--- config.mk ---
export PLATFORM = sky130hd
export DESIGN_NAME = tksel_ctrl
export DESIGN_NICKNAME = d
export VERILOG_FILES = /design/src/sv/tksel_pkg.sv /design/src/sv/tksel_ctrl.sv
export SDC_FILE = /design/constraint.sdc
export NUM_CORES = 1
export LEC_CHECK = 0
export ABC_AREA = 1
export BUFFER_PORTS_ARGS = -buffer_cell sky130_fd_sc_hd__buf_2
export CORE_AREA = 10 10 47 49
export DETAILED_ROUTE_END_ITERATION = 6
export DIE_AREA = 0 0 57 59
export PLACE_DENSITY = 0.71
export SLEW_MARGIN = 20
export SYNTH_ARGS = -nofsm -noshare
export SYNTH_HDL_FRONTEND = slang
export SYNTH_SLANG_ARGS = --single-unit
--- constraint.sdc ---
create_clock -name clock -period 1.1 [get_ports clock]
set_input_delay 0 -clock clock [delete_from_list [all_inputs] [get_ports clock]]
set_output_delay 0 -clock clock [all_outputs]
set_load 0.005 [all_outputs]
--- src/sv/tksel_pkg.sv ---
package tksel_pkg;

   localparam int ID_W    = 16;
   localparam int SCORE_W = 32;
   localparam int KEEP_W  = 5;

   localparam logic [KEEP_W-1:0] KEEP_RESET = 5'd16;

   localparam logic REQ_OFFER = 1'b0;
   localparam logic REQ_FLUSH = 1'b1;

   typedef struct packed {
      logic [ID_W-1:0]           id;
      logic signed [SCORE_W-1:0] score;
   } tksel_entry_type;

   typedef enum logic [3:0] {
      ST_IDLE,
      ST_UP_READ,
      ST_UP_EVAL,
      ST_ROOT_EVAL,
      ST_DOWN_READ,
      ST_DOWN_EVAL,
      ST_SCAN,
      ST_SCAN_DRAIN,
      ST_EMIT,
      ST_EMPTY
   } tksel_state_type;

   // Commands from the controller to the datapath.
   typedef struct packed {
      logic load_append;
      logic load_replace;
      logic rd_parent;
      logic rd_root;
      logic rd_children;
      logic write_cur;
      logic up_move;
      logic down_move;
      logic flush_start;
      logic scan_rd;
      logic scan_restart;
      logic emit_best;
      logic emit_empty;
      logic clear_fill;
   } tksel_cmd_type;

   // Status from the datapath to the controller.
   typedef struct packed {
      logic req_flush;
      logic k_zero;
      logic heap_full;
      logic fill_zero;
      logic at_root;
      logic up_stop;
      logic beats_root;
      logic down_stop;
      logic scan_at_end;
      logic emit_final;
      logic out_free;
   } tksel_status_type;

endpackage

--- src/sv/tksel_ctrl.sv ---
module tksel_ctrl import tksel_pkg::*; (
   input  logic             clock,
   input  logic             reset,
   input  logic             req_valid,
   output logic             req_ready,
   input  tksel_status_type status,
   output tksel_cmd_type    cmd
);

   tksel_state_type state_ff;
   tksel_state_type state_in;

   always_ff @(posedge clock) begin
      if (reset) begin
         state_ff <= ST_IDLE;
      end else begin
         state_ff <= state_in;
      end
   end

   always_comb begin
      state_in  = state_ff;
      cmd       = '0;
      req_ready = 1'b0;
      case (state_ff)
         ST_IDLE: begin
            req_ready = 1'b1;
            if (req_valid) begin
               if (status.req_flush) begin
                  cmd.flush_start = 1'b1;
                  state_in = status.fill_zero ? ST_EMPTY : ST_SCAN;
               end else if (!status.k_zero) begin
                  if (!status.heap_full) begin
                     cmd.load_append = 1'b1;
                     state_in = ST_UP_READ;
                  end else begin
                     cmd.load_replace = 1'b1;
                     cmd.rd_root      = 1'b1;
                     state_in = ST_ROOT_EVAL;
                  end
               end
            end
         end
         ST_UP_READ: begin
            if (status.at_root) begin
               cmd.write_cur = 1'b1;
               state_in = ST_IDLE;
            end else begin
               cmd.rd_parent = 1'b1;
               state_in = ST_UP_EVAL;
            end
         end
         ST_UP_EVAL: begin
            if (status.up_stop) begin
               cmd.write_cur = 1'b1;
               state_in = ST_IDLE;
            end else begin
               cmd.up_move = 1'b1;
               state_in = ST_UP_READ;
            end
         end
         ST_ROOT_EVAL: begin
            state_in = status.beats_root ? ST_DOWN_READ : ST_IDLE;
         end
         ST_DOWN_READ: begin
            cmd.rd_children = 1'b1;
            state_in = ST_DOWN_EVAL;
         end
         ST_DOWN_EVAL: begin
            if (status.down_stop) begin
               cmd.write_cur = 1'b1;
               state_in = ST_IDLE;
            end else begin
               cmd.down_move = 1'b1;
               state_in = ST_DOWN_READ;
            end
         end
         ST_SCAN: begin
            cmd.scan_rd = 1'b1;
            if (status.scan_at_end) begin
               state_in = ST_SCAN_DRAIN;
            end
         end
         ST_SCAN_DRAIN: begin
            state_in = ST_EMIT;
         end
         ST_EMIT: begin
            if (status.out_free) begin
               cmd.emit_best = 1'b1;
               if (status.emit_final) begin
                  cmd.clear_fill = 1'b1;
                  state_in = ST_IDLE;
               end else begin
                  cmd.scan_restart = 1'b1;
                  state_in = ST_SCAN;
               end
            end
         end
         ST_EMPTY: begin
            if (status.out_free) begin
               cmd.emit_empty = 1'b1;
               state_in = ST_IDLE;
            end
         end
         default: begin
            state_in = ST_IDLE;
         end
      endcase
   end

endmodule

Word-level counts from Yosys, hierarchy flattened
Index checks and enable logic that the tools add are counted.
{"block": "classes", "add_sub_neg": 0, "mul": 0, "div_mod_pow": 0, "order_cmp": 0, "n_eq_ne": 14, "n_shift": 0, "mux": 48, "bitwise_logic": 0, "reduce_logical": 2}
{"cell": "$pmux 4 s10", "n": 1}
{"cell": "$mux 1", "n": 28}
{"cell": "$mux 4", "n": 7}
{"cell": "$eq 4x3->1 const B", "n": 4}
{"cell": "$mux 2", "n": 8}
{"cell": "$mux 3", "n": 3}
{"cell": "$eq 4x2->1 const B", "n": 2}
{"cell": "$eq 4x4->1 const B", "n": 2}
{"cell": "$ne 2x2->1 const B", "n": 4}
{"cell": "$reduce_and 5->1", "n": 1}
{"cell": "$eq 4x1->1 const B", "n": 1}
{"cell": "$logic_not 4->1", "n": 1}
{"cell": "$ne 3x3->1 const B", "n": 1}
{"cell": "$pmux 1 s3", "n": 1}
{"block": "word_totals", "register_bits": 4, "latch_bits": 0, "ram_bits": 0, "rom_bits": 0, "inputBits": 14, "output_inout_bits": 15, "word_cells": 65, "n_memories": 0}

Logic depth before layout (Yosys ltp)
Gate-level depths: netlist of run 1.
{"block": "logic_depth", "depth_word": 5, "depth_mapped": 8, "mapped_depth_nobuf": 8}

Least setup slack after synthesis of run 1
Ideal clock, no wire load.
{"block": "synth_timing", "path_kind": "reg-to-output", "from": "reg state_ff[0]", "to": "out cmd[12] (netlist name)", "arrival_time_ns": 1.139, "t_required_ns": 1.100, "setup_slack_ns": -0.039, "stages_incl_launch_ff": 5, "path_buffers": 1, "cell_sequence": "dfxtp_1 -> nor2_2 -> nand2_2 -> nor4_1 -> buf_4"}
{"element": "start, declared", "line_no": "tksel_ctrl.sv:10", "rtl": "tksel_state_type state_ff;"}
{"element": "start signal, assigned", "line_no": "tksel_ctrl.sv:17", "rtl": "state_ff <= state_in;"}
{"element": "end, declared", "line_no": "tksel_ctrl.sv:7", "rtl": "output tksel_cmd_type cmd"}

==> results.yml, run 1 <==
logic_synthesis:
  synth_adder_area_share_pct: 0
  synth_top_family_by_area: "simple AND/OR/NAND/NOR gates"
  mappedNetlistArea_um2: 475
  synth.area.mux_share_pct: 0
  synth_top_area_share_pct: 16.8
  ys_warn_count: 0
  ys_top_cells_by_area: "dfxtp_1 17%, nand2_1 16%, inv_1 13%, nor2_1 7.1%, nor3_1 6.3%"
  synth_cell_type_count: 20
  synth_fp_nets: 99
  synth.avg_cell_area_um2: 5.59
  synth_xor_area_share_pct: 0
  syn_inst: 85
  ys_ff_latch: 4
  ys_seq_area_share_pct: 16.8
  synthSimpleGateAreaFrac_pct: 55.3
  synth-compound-area-share_pct: 11.3
  synth_top_area_cell: "dfxtp_1"
min_path:
  hold_class: "in -> reg"
sta:
  worst_pin_slew_ps: 266
  timing.slew.headroom_pct: 82.3
  slew_viol_final: 0
  fin_ws_ps: -171
  fmax_mhz: 787
  finClkSkew_ps: 7.43
  fin_crit_sh_pct: 116
  setup_viol: 17
  rsz0062_at_grt: "true"
  fin_crit_ps: 1270
  hold_viol_final: 0
  setup_tns_ps: -1430
floorplanning:
  io_pins: 29
  start_util_pct: 33.9
  core_um2: 1400
  fp.dieH_um: 59
  die_w_um: 57
  fp-row-count: 14
  die-area_um2: 3360
critical_path:
  critical_path_required_ps: 1100
  worstSetupPathType: "reg -> out"
  worstPathArrival_ps: 1270
  path_max_fanout: 6
  endpoint_kind: "output pin"
  cp-start-kind: "register"
drt:
  drt_iter0_markers: 22
  wl_per_cell_um: 14.7
  postRouteWirelength_mm: 2.17
  vias_per_cell: 4.93
  postRouteAntennaNets: 0
  drc: 0
  drt_pre_antenna_iters: 4
  vias: 729
pwr:
  leakagePower_nw: 0.516
  power_density_nw_per_um2: 2370
  vdd_drop_max_uv: 1470
outcome:
  status: "finished, violations left"
  violations: "negative setup slack"
global_route:
  grt_pass1_vias: 710
  overflow: 0
  grt_usage_pct: 11.5
  antenna_found_initial: 0
  grt_max_degree: 7
  grt_pass1_wl_mm: 3.24
clock_tree:
  htree_num_levels: 1
  path_clk_slew_ps: 40
  cts_buffer_depth: 2
  clkLatencyLatePin_ps: 240
  cts_tree: "built"
  cts-root-buf: "clkbuf_4"
  cts_made_buffers: 3
  cts_num_sinks: 4
finish:
  diodes: 0
  drive_above_1_share_pct: 69.7
  area_growth_pct: 109
  final_util_pct: 70.9
  top_regs: "state_ff (4)"
  fin_nets: 148
  largest_reg_flops: 4
  max_flop_register: "state_ff"
placed_design:
  dpl.hpwl_mm: 1.47
  portBuffers: 28
  gp_congestion: 0.918
job:
  maxCapViolCount: 0
## power by group
group	total (W)	switching, W	internal (W)
Combinational	0.00181	0.000938	0.000875
Sequential	0.000355	0.000128	0.000227
Clock	0.000187	0.0000643	0.000122
## routing by layer
layer / wire, um / part of all wire, % / track usage, %
met1: 808 / 37 / 11.9
met2: 1180 / 54 / 20.9
met3: 148 / 6.8 / 4.29
met4: 39 / 1.8 / 4.03
met5: 0 / 0 / 0
## cells by family after synthesis
group | count (synthesis)
AND/OR/NAND/NOR | 52
buffers and inverters | 20
AO/OA/AOI/OAI | 9
flip-flops | 4
## synth_stat cells
library cell	instances
nand2_1	20
inv_1	17
nor2_1	9
nor3_1	6
a21oi_1	5
nand3_1	5
dfxtp_1	4
inv_2	2
nand2_2	2
nand2_4	2
nor2_2	2
nor2_4	2
o211ai_1	2
buf_4	1
nand3_2	1
nand4_1	1
nor4_1	1
o21ai_0	1
o311ai_0	1
or2_2	1
## cell type report
| class | count | area (um2) |
|---|---|---|
| multi-input combinational | 61 | 465 |
| clock buffer | 3 | 22.5 |
| tap | 16 | 20.0 |
| sequential | 4 | 95.1 |
| inverter | 19 | 78.8 |
| fill | 114 | 408 |
| timing repair buffer | 45 | 312 |
## timing repair
action                                  4_1_cts  5_1_grt
endpoints found under the setup margin       18       18
hold endpoints to repair                      4        0
pin swaps                                     8       10
resized for setup                            30       28
setup buffers                                 4        1
hold buffers                                  1        0
## path summary, 6_finish.rpt
check	start	endpoint	slack, ps	cells past startpoint
setup / recovery	state_ff[0]	cmd[13]	-170	5
hold / removal	status[2]	state_ff[2]	180	5
setup reg to reg	state_ff[0]	state_ff[2]	-100	8
hold reg to reg	state_ff[0]	state_ff[0]	570	2
## critical path: stages, from the launching register on
cell and delay [ps]:
dfxtp_4 360, nor2_4 170, nand2_4 110, buf_6 140, nor3_2 110, buf_2 140
## placed cells by master, fill, tap and decap left out
cell type	count
nand2_2	8
nor2_1	5
nor4_4	1
buf_4	9
o311ai_2	1
nand4_1	1
nor3_2	6
a21oi_1	2
nand2_4	6
a21oi_2	3
nand3_2	1
buf_2	27
nand2_1	10
or2_2	1
inv_2	3
buf_6	7
dfxtp_4	4
o211ai_1	2
inv_1	13
o21ai_0	1
nand3_1	5
dlygate4sd3_1	1
clkbuf_4	3
buf_12	1
inv_4	3
nor2_4	8
## stage by stage
step	instances	total power, W	hold slack [ps]	worst slack (ps)	cell area (um2)
6_report	148	0.00235	184	-171	993
5_1_grt	148	0.00251	191	-208	993
4_1_cts	147	0.00206	143	-139	883
3_5_place_dp	139	0.00140	214	-120	717
3_3_place_gp	139	0.00137	206	-83.7	717
2_1_floorplan	85	0.000901	28.5	46.8	482
(Power assumes the default switching activity.)
==> inputs of run 2 (changes only) <==
BUFFER_PORTS_ARGS = default   (was -buffer_cell sky130_fd_sc_hd__buf_2)
DONT_BUFFER_PORTS = 1   (was default)
PLACE_DENSITY = default   (was 0.71)
SKIP_CTS_REPAIR_TIMING = 1   (was default)
==> run 2 against run 1 <==
Net effect:
- the flow still finishes with violations (negative setup slack)
- fmax up 7.3%
- critical path depth up 1
- first-iteration DRC count down 36%
- critical path type unchanged
- highest routed layer unchanged
==> results.yml, run 2 (synthesis gave the netlist of run 1 again) <==
finish:
  final_util_pct: 64.0
  final_cell_mix: "13 x buf_4, 11 x inv_1, 11 x nand2_1"
  max_flop_register: "state_ff"
  layout_commonest_cell: "buf_4"
  area_growth_pct: 88.7
  stdcell_count: 123
  top_regs: "state_ff (4)"
  fin_nets: 123
  drive_above_1_share_pct: 62.6
  diodes: 0
  largest_reg_flops: 4
  fillers: 122
floorplanning:
  io_pins: 29
  start_util_pct: 33.9
  die-area_um2: 3360
  fp-row-count: 14
  core_um2: 1400
  die_w_um: 57
  fp.dieH_um: 59
placed_design:
  post-place-cells: 117
  portBuffers: 0
  gp_congestion: 0.861
  dpl.hpwl_mm: 1.30
  place_worst_setup_slack_ps: -77.6
sta:
  fin_ws_ps: -84.7
  fmax_mhz: 844
  fin_crit_ps: 1180
  setup_tns_ps: -508
  slew_viol_final: 0
  hold_viol_final: 0
  finClkSkew_ps: 2.23
  worst_pin_slew_ps: 278
  rsz0062_at_grt: "true"
  timing.slew.headroom_pct: 81.4
  fin_crit_sh_pct: 108
  setup_viol: 15
  worst_hold_slack_ps: 20.7
critical_path:
  worstPathArrival_ps: 1180
  ff2ff_setup_slack_ps: -50
  worst_r2r_path_depth: 8
  rr_endpoint: "state_ff[0]"
  worstSetupPathType: "reg -> out"
  r2r_start: "state_ff[3]"
  cp-start-kind: "register"
  endpoint_kind: "output pin"
  critical_path_required_ps: 1100
  path_max_fanout: 3
drt:
  drc: 0
  postRouteAntennaNets: 0
  vias_per_cell: 4.93
  postRouteWirelength_mm: 1.79
  drt_iter0_markers: 14
  drt_pre_antenna_iters: 4
  wl_per_cell_um: 14.5
  vias: 607
outcome:
  violations: "negative setup slack"
  status: "finished, violations left"
job:
  maxCapViolCount: 0
pwr:
  leakagePower_nw: 0.436
  vdd_drop_max_uv: 2180
  power_density_nw_per_um2: 2490
global_route:
  grt_pass1_wl_mm: 2.35
  overflow: 0
  grt_usage_pct: 8.52
  antenna_found_initial: 0
  grt_pass1_vias: 565
  grt_max_degree: 7
clock_tree:
  clkLatencyLatePin_ps: 230
  cts_tree: "built"
  htree_num_levels: 1
  path_clk_slew_ps: 40
  cts-root-buf: "clkbuf_4"
  cts_made_buffers: 3
  cts_buffer_depth: 2
  cts_num_sinks: 4
min_path:
  min_from: "status[3]"
  hold_end: "cmd[6]"
  hold_class: "in -> out"
  holdPathStages: 1
run 2: critical path: stages (launching register included):
cell and delay, ps:
dfxtp_4 370, inv_4 80, nand2_4 50, buf_6 120
nor2_4 80, inv_2 60, nor3_4 190
run 2: per-stage QoR:
stage | power, W | cell area [um2]
global route | 0.00240 | 897
floorplan | 0.000901 | 482
CTS | 0.00157 | 644
finish | 0.00223 | 897
detailed placement | 0.00138 | 622
global placement | 0.00137 | 622
run 2: worst max path at each step:
stage | from | end | slack (ps) | cells after the start
2_1_floorplan | state_ff[0] | cmd[12] | 50 | 4
3_3_place_gp | state_ff[0] | state_ff[0] | -60 | 5
3_5_place_dp | state_ff[0] | state_ff[0] | -80 | 5
4_1_cts | state_ff[0] | cmd[13] | -260 | 4
5_1_grt | state_ff[1] | cmd[0] | -140 | 6
6_report | state_ff[2] | cmd[0] | -80 | 6
run 2: report_power, final:
group | internal (W) | leakage (nW) | total, W | switching [W]
Combinational | 0.000776 | 0.387 | 0.00168 | 0.000908
Clock | 0.000122 | 0.0138 | 0.000185 | 0.0000631
Sequential | 0.000228 | 0.0356 | 0.000365 | 0.000137
run 2: layer usage:
layer	routed length (um)	GRT usage (%)
met5	0	0
met4	18	3.02
met3	139	4.29
met2	995	15.7
met1	634	7.98
run 2: cell type report:
class                      instances  area [um2]  share of cell area (%)
multi-input combinational         61         500                    55.8
sequential                         4        95.1                    10.6
timing repair buffer              20         175                    19.5
tap                               16        20.0                    2.23
clock buffer                       3        22.5                    2.51
inverter                          19        83.8                    9.34
