`config.mk`:
```
export PLATFORM = sky130hd
export DESIGN_NAME = tksel_datapath
export DESIGN_NICKNAME = d
export VERILOG_FILES = /design/src/sv/tksel_pkg.sv /design/src/sv/tksel_datapath.sv
export SDC_FILE = /design/constraint.sdc
export NUM_CORES = 2
export LEC_CHECK = 0
export ABC_CLOCK_PERIOD_IN_PS = 7200
export BUFFER_PORTS_ARGS = -buffer_cell sky130_fd_sc_hd__buf_2
export CORE_ASPECT_RATIO = 1.5
export CORE_MARGIN = 1
export CORE_UTILIZATION = 40
export CTS_CLUSTER_SIZE = 28
export DETAILED_ROUTE_END_ITERATION = 7
export GPL_ROUTABILITY_DRIVEN = 0
export PLACE_DENSITY = 0.6
export RECOVER_POWER = 50
export SYNTH_ARGS = -nofsm -noshare
export SYNTH_HDL_FRONTEND = slang
export SYNTH_SLANG_ARGS = --single-unit
```
`constraint.sdc`:
```
create_clock -name clock -period 7.2 [get_ports clock]
set_input_delay 0.72 -clock clock [delete_from_list [all_inputs] [get_ports clock]]
set_output_delay 0.72 -clock clock [all_outputs]
set_load 0.02 [all_outputs]
```
`src/sv/tksel_pkg.sv`:
```
package tksel_pkg;

   localparam int ID_W    = 16;
   localparam int SCORE_W = 32;
   localparam int KEEP_W  = 5;

   localparam logic [KEEP_W-1:0] KEEP_RESET = 5'd16;

   localparam logic REQ_OFFER = 1'b0;
   localparam logic REQ_FLUSH = 1'b1;

   typedef struct packed {
      logic [ID_W-1:0]           id;
      logic signed [SCORE_W-1:0] score;
   } tksel_entry_type;

   typedef enum logic [3:0] {
      ST_IDLE,
      ST_UP_READ,
      ST_UP_EVAL,
      ST_ROOT_EVAL,
      ST_DOWN_READ,
      ST_DOWN_EVAL,
      ST_SCAN,
      ST_SCAN_DRAIN,
      ST_EMIT,
      ST_EMPTY
   } tksel_state_type;

   // Commands from the controller to the datapath.
   typedef struct packed {
      logic load_append;
      logic load_replace;
      logic rd_parent;
      logic rd_root;
      logic rd_children;
      logic write_cur;
      logic up_move;
      logic down_move;
      logic flush_start;
      logic scan_rd;
      logic scan_restart;
      logic emit_best;
      logic emit_empty;
      logic clear_fill;
   } tksel_cmd_type;

   // Status from the datapath to the controller.
   typedef struct packed {
      logic req_flush;
      logic k_zero;
      logic heap_full;
      logic fill_zero;
      logic at_root;
      logic up_stop;
      logic beats_root;
      logic down_stop;
      logic scan_at_end;
      logic emit_final;
      logic out_free;
   } tksel_status_type;

endpackage

```
`src/sv/tksel_datapath.sv`:
```
module tksel_datapath import tksel_pkg::*; #(
   parameter int TOP_K = 16
) (
   input  logic                      clock,
   input  logic                      reset,
   input  tksel_cmd_type             cmd,
   output tksel_status_type          status,
   input  logic                      csr_wr_en,
   input  logic [KEEP_W-1:0]         csr_wr_data,
   input  logic                      req_type,
   input  logic [ID_W-1:0]           item_id,
   input  logic signed [SCORE_W-1:0] item_score,
   input  logic                      rsp_ready,
   output logic                      rsp_valid,
   output logic [ID_W-1:0]           out_id,
   output logic signed [SCORE_W-1:0] out_score,
   output logic                      is_last,
   output logic                      is_empty
);

   localparam int IDX_W = (TOP_K > 1) ? $clog2(TOP_K) : 1;
   localparam int CNT_W = $clog2(TOP_K + 1);
   localparam int KW    = (CNT_W > KEEP_W) ? CNT_W : KEEP_W;
   localparam int CW    = IDX_W + 2;
   localparam int CMP_W = (CW > KW) ? CW : KW;

   // Heap storage and its registered read ports.
   tksel_entry_type heap_ff [TOP_K];
   tksel_entry_type rd_a_ff;
   tksel_entry_type rd_b_ff;

   logic [KEEP_W-1:0] keep_count_ff;
   logic [CNT_W-1:0]  fill_ff;
   tksel_entry_type   cur_ff;
   logic [IDX_W-1:0]  cur_idx_ff;

   logic [IDX_W-1:0]  scan_idx_ff;
   logic              pend_valid_ff;
   logic [IDX_W-1:0]  pend_idx_ff;
   logic [TOP_K-1:0]  emitted_ff;
   logic              have_best_ff;
   tksel_entry_type   best_ff;
   logic [IDX_W-1:0]  best_idx_ff;
   logic [CNT_W-1:0]  emit_count_ff;

   logic                      rsp_valid_ff;
   logic [ID_W-1:0]           out_id_ff;
   logic signed [SCORE_W-1:0] out_score_ff;
   logic                      is_last_ff;
   logic                      is_empty_ff;

   logic [KW-1:0]            eff_k;
   logic [IDX_W-1:0]         parent_idx;
   logic [CW-1:0]            left_idx;
   logic [CW-1:0]            right_idx;
   logic                     left_ok;
   logic                     right_ok;
   logic                     left_less;
   logic                     right_less;
   logic signed [SCORE_W-1:0] min_score;
   logic [IDX_W-1:0]         rd_a_addr;
   logic [IDX_W-1:0]         rd_b_addr;
   logic                     mem_we;
   logic [IDX_W-1:0]         mem_waddr;
   tksel_entry_type          mem_wdata;
   logic                     take_cand;
   logic                     emit_final;
   logic                     out_free;

   assign eff_k = (KW'(keep_count_ff) > KW'(TOP_K)) ? KW'(TOP_K) : KW'(keep_count_ff);

   assign parent_idx = (cur_idx_ff - 1'b1) >> 1;
   assign left_idx   = {1'b0, cur_idx_ff, 1'b1};
   assign right_idx  = left_idx + 1'b1;
   assign left_ok    = CMP_W'(left_idx) < CMP_W'(eff_k);
   assign right_ok   = CMP_W'(right_idx) < CMP_W'(eff_k);

   // The smaller child wins; the left child keeps a tie.
   assign left_less  = left_ok && (rd_a_ff.score < cur_ff.score);
   assign min_score  = left_less ? rd_a_ff.score : cur_ff.score;
   assign right_less = right_ok && (rd_b_ff.score < min_score);

   always_comb begin
      if (cmd.rd_parent) begin
         rd_a_addr = parent_idx;
      end else if (cmd.rd_root) begin
         rd_a_addr = '0;
      end else if (cmd.rd_children) begin
         rd_a_addr = left_idx[IDX_W-1:0];
      end else begin
         rd_a_addr = scan_idx_ff;
      end
   end
   assign rd_b_addr = right_idx[IDX_W-1:0];

   always_comb begin
      mem_we    = cmd.write_cur || cmd.up_move || cmd.down_move;
      mem_waddr = cur_idx_ff;
      if (cmd.up_move) begin
         mem_wdata = rd_a_ff;
      end else if (cmd.down_move) begin
         mem_wdata = right_less ? rd_b_ff : rd_a_ff;
      end else begin
         mem_wdata = cur_ff;
      end
   end

   always_ff @(posedge clock) begin
      if (mem_we) begin
         heap_ff[mem_waddr] <= mem_wdata;
      end
      rd_a_ff <= heap_ff[rd_a_addr];
      rd_b_ff <= heap_ff[rd_b_addr];
   end

   // A candidate replaces the best only on a strictly greater score, so
   // equal scores keep the lower array slot first.
   assign take_cand = pend_valid_ff && !emitted_ff[pend_idx_ff] &&
                      (!have_best_ff || (rd_a_ff.score > best_ff.score));
   assign emit_final = (emit_count_ff == fill_ff - 1'b1);
   assign out_free   = !rsp_valid_ff || rsp_ready;

   always_ff @(posedge clock) begin
      if (reset) begin
         keep_count_ff <= KEEP_RESET;
         fill_ff       <= '0;
         pend_valid_ff <= 1'b0;
         have_best_ff  <= 1'b0;
         emitted_ff    <= '0;
         emit_count_ff <= '0;
         scan_idx_ff   <= '0;
         rsp_valid_ff  <= 1'b0;
      end else begin
         if (csr_wr_en) begin
            keep_count_ff <= csr_wr_data;
         end
         if (cmd.load_append) begin
            fill_ff <= fill_ff + 1'b1;
         end else if (cmd.clear_fill) begin
            fill_ff <= '0;
         end

         pend_valid_ff <= cmd.scan_rd;
         if (cmd.flush_start || cmd.scan_restart) begin
            scan_idx_ff  <= '0;
            have_best_ff <= 1'b0;
         end else begin
            if (cmd.scan_rd) begin
               scan_idx_ff <= scan_idx_ff + 1'b1;
            end
            if (take_cand) begin
               have_best_ff <= 1'b1;
            end
         end

         if (cmd.flush_start) begin
            emitted_ff    <= '0;
            emit_count_ff <= '0;
         end else if (cmd.emit_best) begin
            emitted_ff[best_idx_ff] <= 1'b1;
            emit_count_ff <= emit_count_ff + 1'b1;
         end

         if (cmd.emit_best || cmd.emit_empty) begin
            rsp_valid_ff <= 1'b1;
         end else if (rsp_ready) begin
            rsp_valid_ff <= 1'b0;
         end
      end
   end

   always_ff @(posedge clock) begin
      if (cmd.load_append || cmd.load_replace) begin
         cur_ff.id    <= item_id;
         cur_ff.score <= item_score;
      end
      if (cmd.load_append) begin
         cur_idx_ff <= fill_ff[IDX_W-1:0];
      end else if (cmd.load_replace) begin
         cur_idx_ff <= '0;
      end else if (cmd.up_move) begin
         cur_idx_ff <= parent_idx;
      end else if (cmd.down_move) begin
         cur_idx_ff <= right_less ? rd_b_addr : left_idx[IDX_W-1:0];
      end

      pend_idx_ff <= scan_idx_ff;
      if (take_cand) begin
         best_ff     <= rd_a_ff;
         best_idx_ff <= pend_idx_ff;
      end

      if (cmd.emit_best) begin
         out_id_ff    <= best_ff.id;
         out_score_ff <= best_ff.score;
         is_last_ff   <= emit_final;
         is_empty_ff  <= 1'b0;
      end else if (cmd.emit_empty) begin
         out_id_ff    <= '0;
         out_score_ff <= '0;
         is_last_ff   <= 1'b1;
         is_empty_ff  <= 1'b1;
      end
   end

   always_comb begin
      status.req_flush   = (req_type == REQ_FLUSH);
      status.k_zero      = (eff_k == '0);
      status.heap_full   = (KW'(fill_ff) >= eff_k);
      status.fill_zero   = (fill_ff == '0);
      status.at_root     = (cur_idx_ff == '0);
      status.up_stop     = (rd_a_ff.score <= cur_ff.score);
      status.beats_root  = (cur_ff.score > rd_a_ff.score);
      status.down_stop   = !left_less && !right_less;
      status.scan_at_end = (CNT_W'(scan_idx_ff) == fill_ff - 1'b1);
      status.emit_final  = emit_final;
      status.out_free    = out_free;
   end

   assign rsp_valid = rsp_valid_ff;
   assign out_id    = out_id_ff;
   assign out_score = out_score_ff;
   assign is_last   = is_last_ff;
   assign is_empty  = is_empty_ff;

endmodule

```
# Yosys cells after proc, flatten, opt, wreduce, memory -nomap -nowiden
# Memory sizes are Yosys's and may differ from the RTL's. A register that Yosys moved wholly into a read port is not among the register bits.
# Index checks and enable logic that the tools add are counted.
# W data, S select, Z words.
# totals
regBits	196
latchBits	0
ram_bits	768
rom_bits	0
in_bits	72
out_inout_bits	62
word_cells	97
mem_count	1
# op_classes
n_addsub	6
n_mul	0
div	0
magnitude_cmp	12
eq_ne	2
shifts	0
muxes	29
n_bitwise	1
n_reduce_logical	27
# memory_table
name	depth	word_bits	rd	rd_clocked_by_memory_dff	write_ports	line_no	text
heap_ff	16	48	2	2	1	tksel_datapath.sv:28	tksel_entry_type heap_ff [TOP_K];
# op_table
op	n
$mux W48	3
$mux W32	3
$gt A32 B32 Y1	2
$lt A32 B32 Y1	2
$le A32 B32 Y1	1
$mux W16	2
$mux W4	8
$or A16 B16 Y16	1
$mux W5	3
$add A5 B1 Y5 const B	2
$logic_not A5 Y1	2
$lt A4 B5 Y1 const B	2
$mux W1	8
$logic_or A1 B1 Y1	7
$add A5 B1 Y6 const B	1
$logic_and A1 B1 Y1	6
$lt A6 B5 Y1	1
$reduce_bool A2 Y1	3
$eq A4 B5 Y1	1
$eq A5 B5 Y1	1
$ge A5 B5 Y1	1
$gt A5 B5 Y1 const B	1
$logic_not A1 Y1	5
$lt A5 B5 Y1	1
other kinds (9)	10

# Logic depth before layout (Yosys ltp)
# logic_depth
ltp_word	12
depth_mapped	24
depth_no_buf	20

# Worst setup path after synthesis
# No wires, ideal clock.
# synth_timing
path_type	register to register
start	reg, netlist name rd_a_ff[14]
end	mem heap_ff[0][27] (netlist name), data pin
setup_ns	0.210
t_arrival_ns	5.359
t_required_ns	6.990
setup_slack_ns	1.632
path_stages_with_launch	25
n_path_buf	4
synth_period_minus_slack_ns	5.568
path_cell_list	dfxtp_1 -> inv_1 -> ha_1 -> nand4_2 -> nor3_1 -> a21boi_1 -> o41ai_1 -> nor3b_1 -> nor2_1 -> nor2b_1 -> clkbuf_1 -> buf_2 -> mux2i_1 -> ha_1 -> a211o_1 -> a21oi_1 -> a2111oi_0 -> or4_1 -> a21oi_2 -> and2_2 -> nand4_4 -> a2111oi_4 -> buf_6 -> buf_6 -> a221o_1
# synth_lines
item	line_no
end: declaration	tksel_datapath.sv:28

==> key figures <==
Setup path
  – Cells along the critical path: ha_1, a21oi_1, o21ai_0, a221oi_1, nand3_1, nor3b_2, nor2_1, nor2b_4, buf_6, mux2i_1, ha_1, a211o_1, a21oi_1, a2111oi_0, or4_1, a21oi_2, and3_1, and4_1, nor3_1, buf_2
  – Arr. time, crit path: 6050 ps
  – Critical path's slowest cell: edfxtp_1
  – Critical Path Source: cur_ff[23]
  – Max Fanout on Critical Path: 17
  – Critical R2R Launch: cur_ff[23]
  – CP Depth: 20
  – Worst Reg2Reg Path Length in Cells: 21
  – Crit-path max cell delay: 500 ps
  – CP Class: flop to output pin
  – Worst Path Required: 6480 ps
  – Startpoint Class: flop
  – WP buf/inv: 2
  – Worst Setup EP: status[3]
  – Crit path capture type: output pin
  – R2R Path End: heap_ff[7][2]
  – Worst path top cell family by delay: simple AND/OR/NAND/NOR gates
  – R2R Setup Slk: about 660 ps

Hold path
  – Worst hold path cell count: 1
  – Hold Path Class: primary input to flop

Floorplanning
  – Die area: 0.114 mm²
  – IO Count: around 130
  – Die width: 276 µm
  – Initial core utilization: 0.405
  – Die height: approximately 410 µm
  – Placeable Area: between 0.1 and 0.15 mm²
  – Row cnt: 150

Logic synthesis
  – Compound-Gate Fraction of Synth Area: 0.0503
  – Number of synthesized register bits: 1060
  – Mapped Cells: approximately 2.6k
  – Post-Synth Adder-Cell Area: 0.0324
  – Syn. warnings: 0
  – Simple-gate share of the synthesized area: 0.0513
  – Post-Syn Area: 0.0452 mm²
  – Post-Syn Area per Cell: approximately 18 µm²
  – Main combinational cell family by area after synthesis: multiplexers
  – Register area share after synthesis: 0.674
  – Most used DFF post-synth: edfxtp_1
  – Multiplexer share of the synthesized area: 0.168
  – Syn_nets: 2760
  – Xor and xnor fraction of the mapped netlist area: 0.00426
  – Yosys cell types: 67
  – Synth async-reset ratio: 0
  – EDFF count, synth: 921

Clock network
  – CTS tree: yes
  – Clock slew at reported path FFs: approximately 60 ps
  – Worst-Skew Late Latency: approximately 700 ps
  – Longest Clk Path Bufs: 3
  – CTS sink count: approximately 1.1k
  – CTS Hold Bufs: 0
  – Root Buffer: clkbuf_16
  – H-tree depth: 3
  – CTS Buf Count: 95

Timing
  – Min Clock Period, post-route: about 6800 ps
  – Max-Slew Margin vs Limit: -1.58
  – Final cycle utilization of the critical path: 0.940
  – RSZ-0062 raised after global routing: no
  – Hold Vio Cnt, Final: 0
  – Final Skew: around 31 ps
  – Worst setup margin: 432 ps
  – Setup_tns: 0 ps
  – Setup violators final: 0
  – Final Max Slew Viols: 811
  – Worst-margin pin slew: 3870 ps
  – Max Fclk: 0.148 GHz

Power and ir drop
  – Leakage: about 17 nW
  – Power per Cell Area: 439 mW/mm²
  – Maximum vdd ir drop: 0.000360 V

GRT
  – Gr usage total: 0.216
  – Final global-route overflow total: 0
  – First-pass GRT wire length: 179000 µm
  – Antenna violations before repair: 5
  – Via count of the first global-routing pass: approximately 26k
  – Pin count of the biggest net entering global routing: 105

Layout
  – Nets: 2916
  – Multi-input combinational cell area: 0.0139 mm²
  – Fillers: 9446
  – Sequential cell area: 0.0304 mm²
  – Layout overhead on the synthesized area: 12.4%
  – Share of layout cells above drive strength 1: 0.218

Drt
  – DRC errors left: 0
  – ANT nets after route: 0
  – Starting DRT DRC Count: roughly 2.1k
  – Via count of the routed design: ~25k
  – Detailed Route WL: 123000 µm
  – Router iterations before antenna repair: 7
  – DR vias/cell: 5.84
  – Drt wl/cell: slightly below 30 µm

Flow run
  – Max-cap violations: 24

Placed design
  – Dpl ws: 373 ps
  – Detailed Place HPWL: 71500 µm
  – PortBufs: 131

Run status
  – Status: finished, violations left
  – Failing checks: max-capacitance violations, max-slew violations
-- flip-flops by register name, summed over array words and instances (netlist names), 16 cells and up --
register / count
rd_b_ff: 48
out_id: 16
out_score: 32
best_ff: 48
cur_ff: 48
emitted_ff: 16
heap_ff: 768
rd_a_ff: 48
-- worst min-delay path by stage --
| stage | slack, ps | to | from |
|---|---|---|---|
| floorplan | 390 | pend_idx_ff[3] | scan_idx_ff[3] |
| global placement | 420 | pend_idx_ff[3] | scan_idx_ff[3] |
| detailed placement | 430 | pend_idx_ff[3] | scan_idx_ff[3] |
| CTS | 160 | cur_ff[32] | item_id[0] |
| global route | 190 | cur_ff[32] | item_id[0] |
| finish | 210 | cur_ff[24] | item_score[24] |
-- layer usage --
| layer | global-route usage | up-vias | wire length [µm] |
|---|---|---|---|
| li1 | - | 10700 | - |
| met1 | 0.269 | 13000 | 48300 |
| met2 | 0.380 | 937 | 62500 |
| met3 | 0.0272 | 231 | 7300 |
| met4 | 0.0892 | 4 | 4870 |
| met5 | 0 | - | 27 |
-- placed cells by master (no fill, tap or decap), types with 5 or more instances in the layout --
master,netlist,routed
inv_1,84,83
nand2_1,131,131
buf_2,20,48
clkbuf_16,0,98
a221o_1,49,49
and2_1,120,82
mux4_2,293,293
and3_1,8,8
ha_1,117,116
bufinv_16,0,11
nor4_1,5,5
a21oi_1,50,48
nand3_1,13,13
clkbuf_2,0,12
nor2_1,73,72
clkinv_1,0,9
clkbuf_8,0,10
a22o_1,16,16
nor3_1,22,20
xor2_1,12,11
a211oi_1,53,53
clkbuf_1,84,126
a31oi_1,54,54
and2_0,3,41
nand4_1,19,19
o21a_1,9,9
o21ai_0,34,34
mux2i_1,43,43
nand2b_1,9,9
buf_12,0,7
nor2b_1,17,16
mux2_2,48,45
a21o_1,11,11
xnor2_1,10,10
dfxtp_1,139,139
edfxtp_1,921,921
buf_4,3,29
clkinv_2,0,18
-- report_power, final --
part,switching [mW],internal [mW],total (mW)
combinational,4.44,3.17,7.61
sequential,0.561,8.81,9.37
clock,2.29,3.01,5.30
total,7.29,15.0,22.3
-- cells in the mapped netlist, types with 4 or more instances --
library cell | count | area share
a211oi_1 | 53 | 0.0088
a21o_1 | 11 | 0.0018
a21oi_1 | 50 | 0.0055
a221o_1 | 49 | 0.011
a221oi_1 | 4 | 0.00078
a22o_1 | 16 | 0.0031
a31oi_1 | 54 | 0.0075
and2_1 | 120 | 0.017
and3_1 | 8 | 0.0011
buf_1 | 33 | 0.0027
buf_2 | 20 | 0.0022
buf_6 | 5 | 0.0012
clkbuf_1 | 84 | 0.0070
dfxtp_1 | 139 | 0.062
edfxtp_1 | 921 | 0.61
ha_1 | 117 | 0.032
inv_1 | 84 | 0.0070
mux2_2 | 48 | 0.012
mux2i_1 | 43 | 0.0095
mux4_2 | 293 | 0.15
nand2_1 | 131 | 0.011
nand2b_1 | 9 | 0.0012
nand3_1 | 13 | 0.0014
nand4_1 | 19 | 0.0026
nor2_1 | 73 | 0.0061
nor2b_1 | 17 | 0.0024
nor3_1 | 22 | 0.0024
nor3b_1 | 4 | 0.00066
nor4_1 | 5 | 0.00069
o211ai_1 | 4 | 0.00066
o21a_1 | 9 | 0.0015
o21ai_0 | 34 | 0.0038
or3_1 | 4 | 0.00055
xnor2_1 | 10 | 0.0019
xor2_1 | 12 | 0.0023
-- final cells by class --
| cell class | instances | area share |
|---|---|---|
| antenna | 2 | 0.0000985 |
| clock buffer | 127 | 0.0524 |
| clock inverter | 51 | 0.0116 |
| inverter | 84 | 0.00621 |
| multi-input combinational | 1282 | 0.274 |
| sequential | 1060 | 0.599 |
| tap | 1444 | 0.0356 |
| timing repair buffer | 204 | 0.0211 |
-- metrics by stage --
step                 util  instances  hold slack (ps)  power (mW)  instance area, µm²
floorplan               -       2571              385        14.6               45200
global placement    0.429       4074              420        17.0               47900
detailed placement  0.429       4074              435        17.2               47900
CTS                 0.458       4252              158        22.5               51200
global route        0.455       4254              188        23.3               50800
finish              0.455       4254              207        22.3               50800
-- worst register-to-register path: cells and delay by family (launching register included) --
family	cells	cell delay [ps]
adders and majority gates	2	630
muxes	1	250
and+or+nand+nor	7	1770
AOI/OAI and AO/OA	9	2480
DFF	1	500
buffers and inverters	2	630
-- cell families (layout without fill, tap and decap cells) --
kind of cell               Yosys count  in the layout
DFF                               1060           1060
and+or+nand+nor                    448            448
muxes                              384            384
AOI/OAI and AO/OA                  311            311
buffers and inverters              229            466
adders and majority gates          117            117
xor gates and xnor gates            22             22
other                                0              2
-- repair_timing --
item,CTS,global route
gates resized for setup,0,4
setup buffers,0,0
setup endpoints to repair,0,722
(Power assumes the default switching activity.)
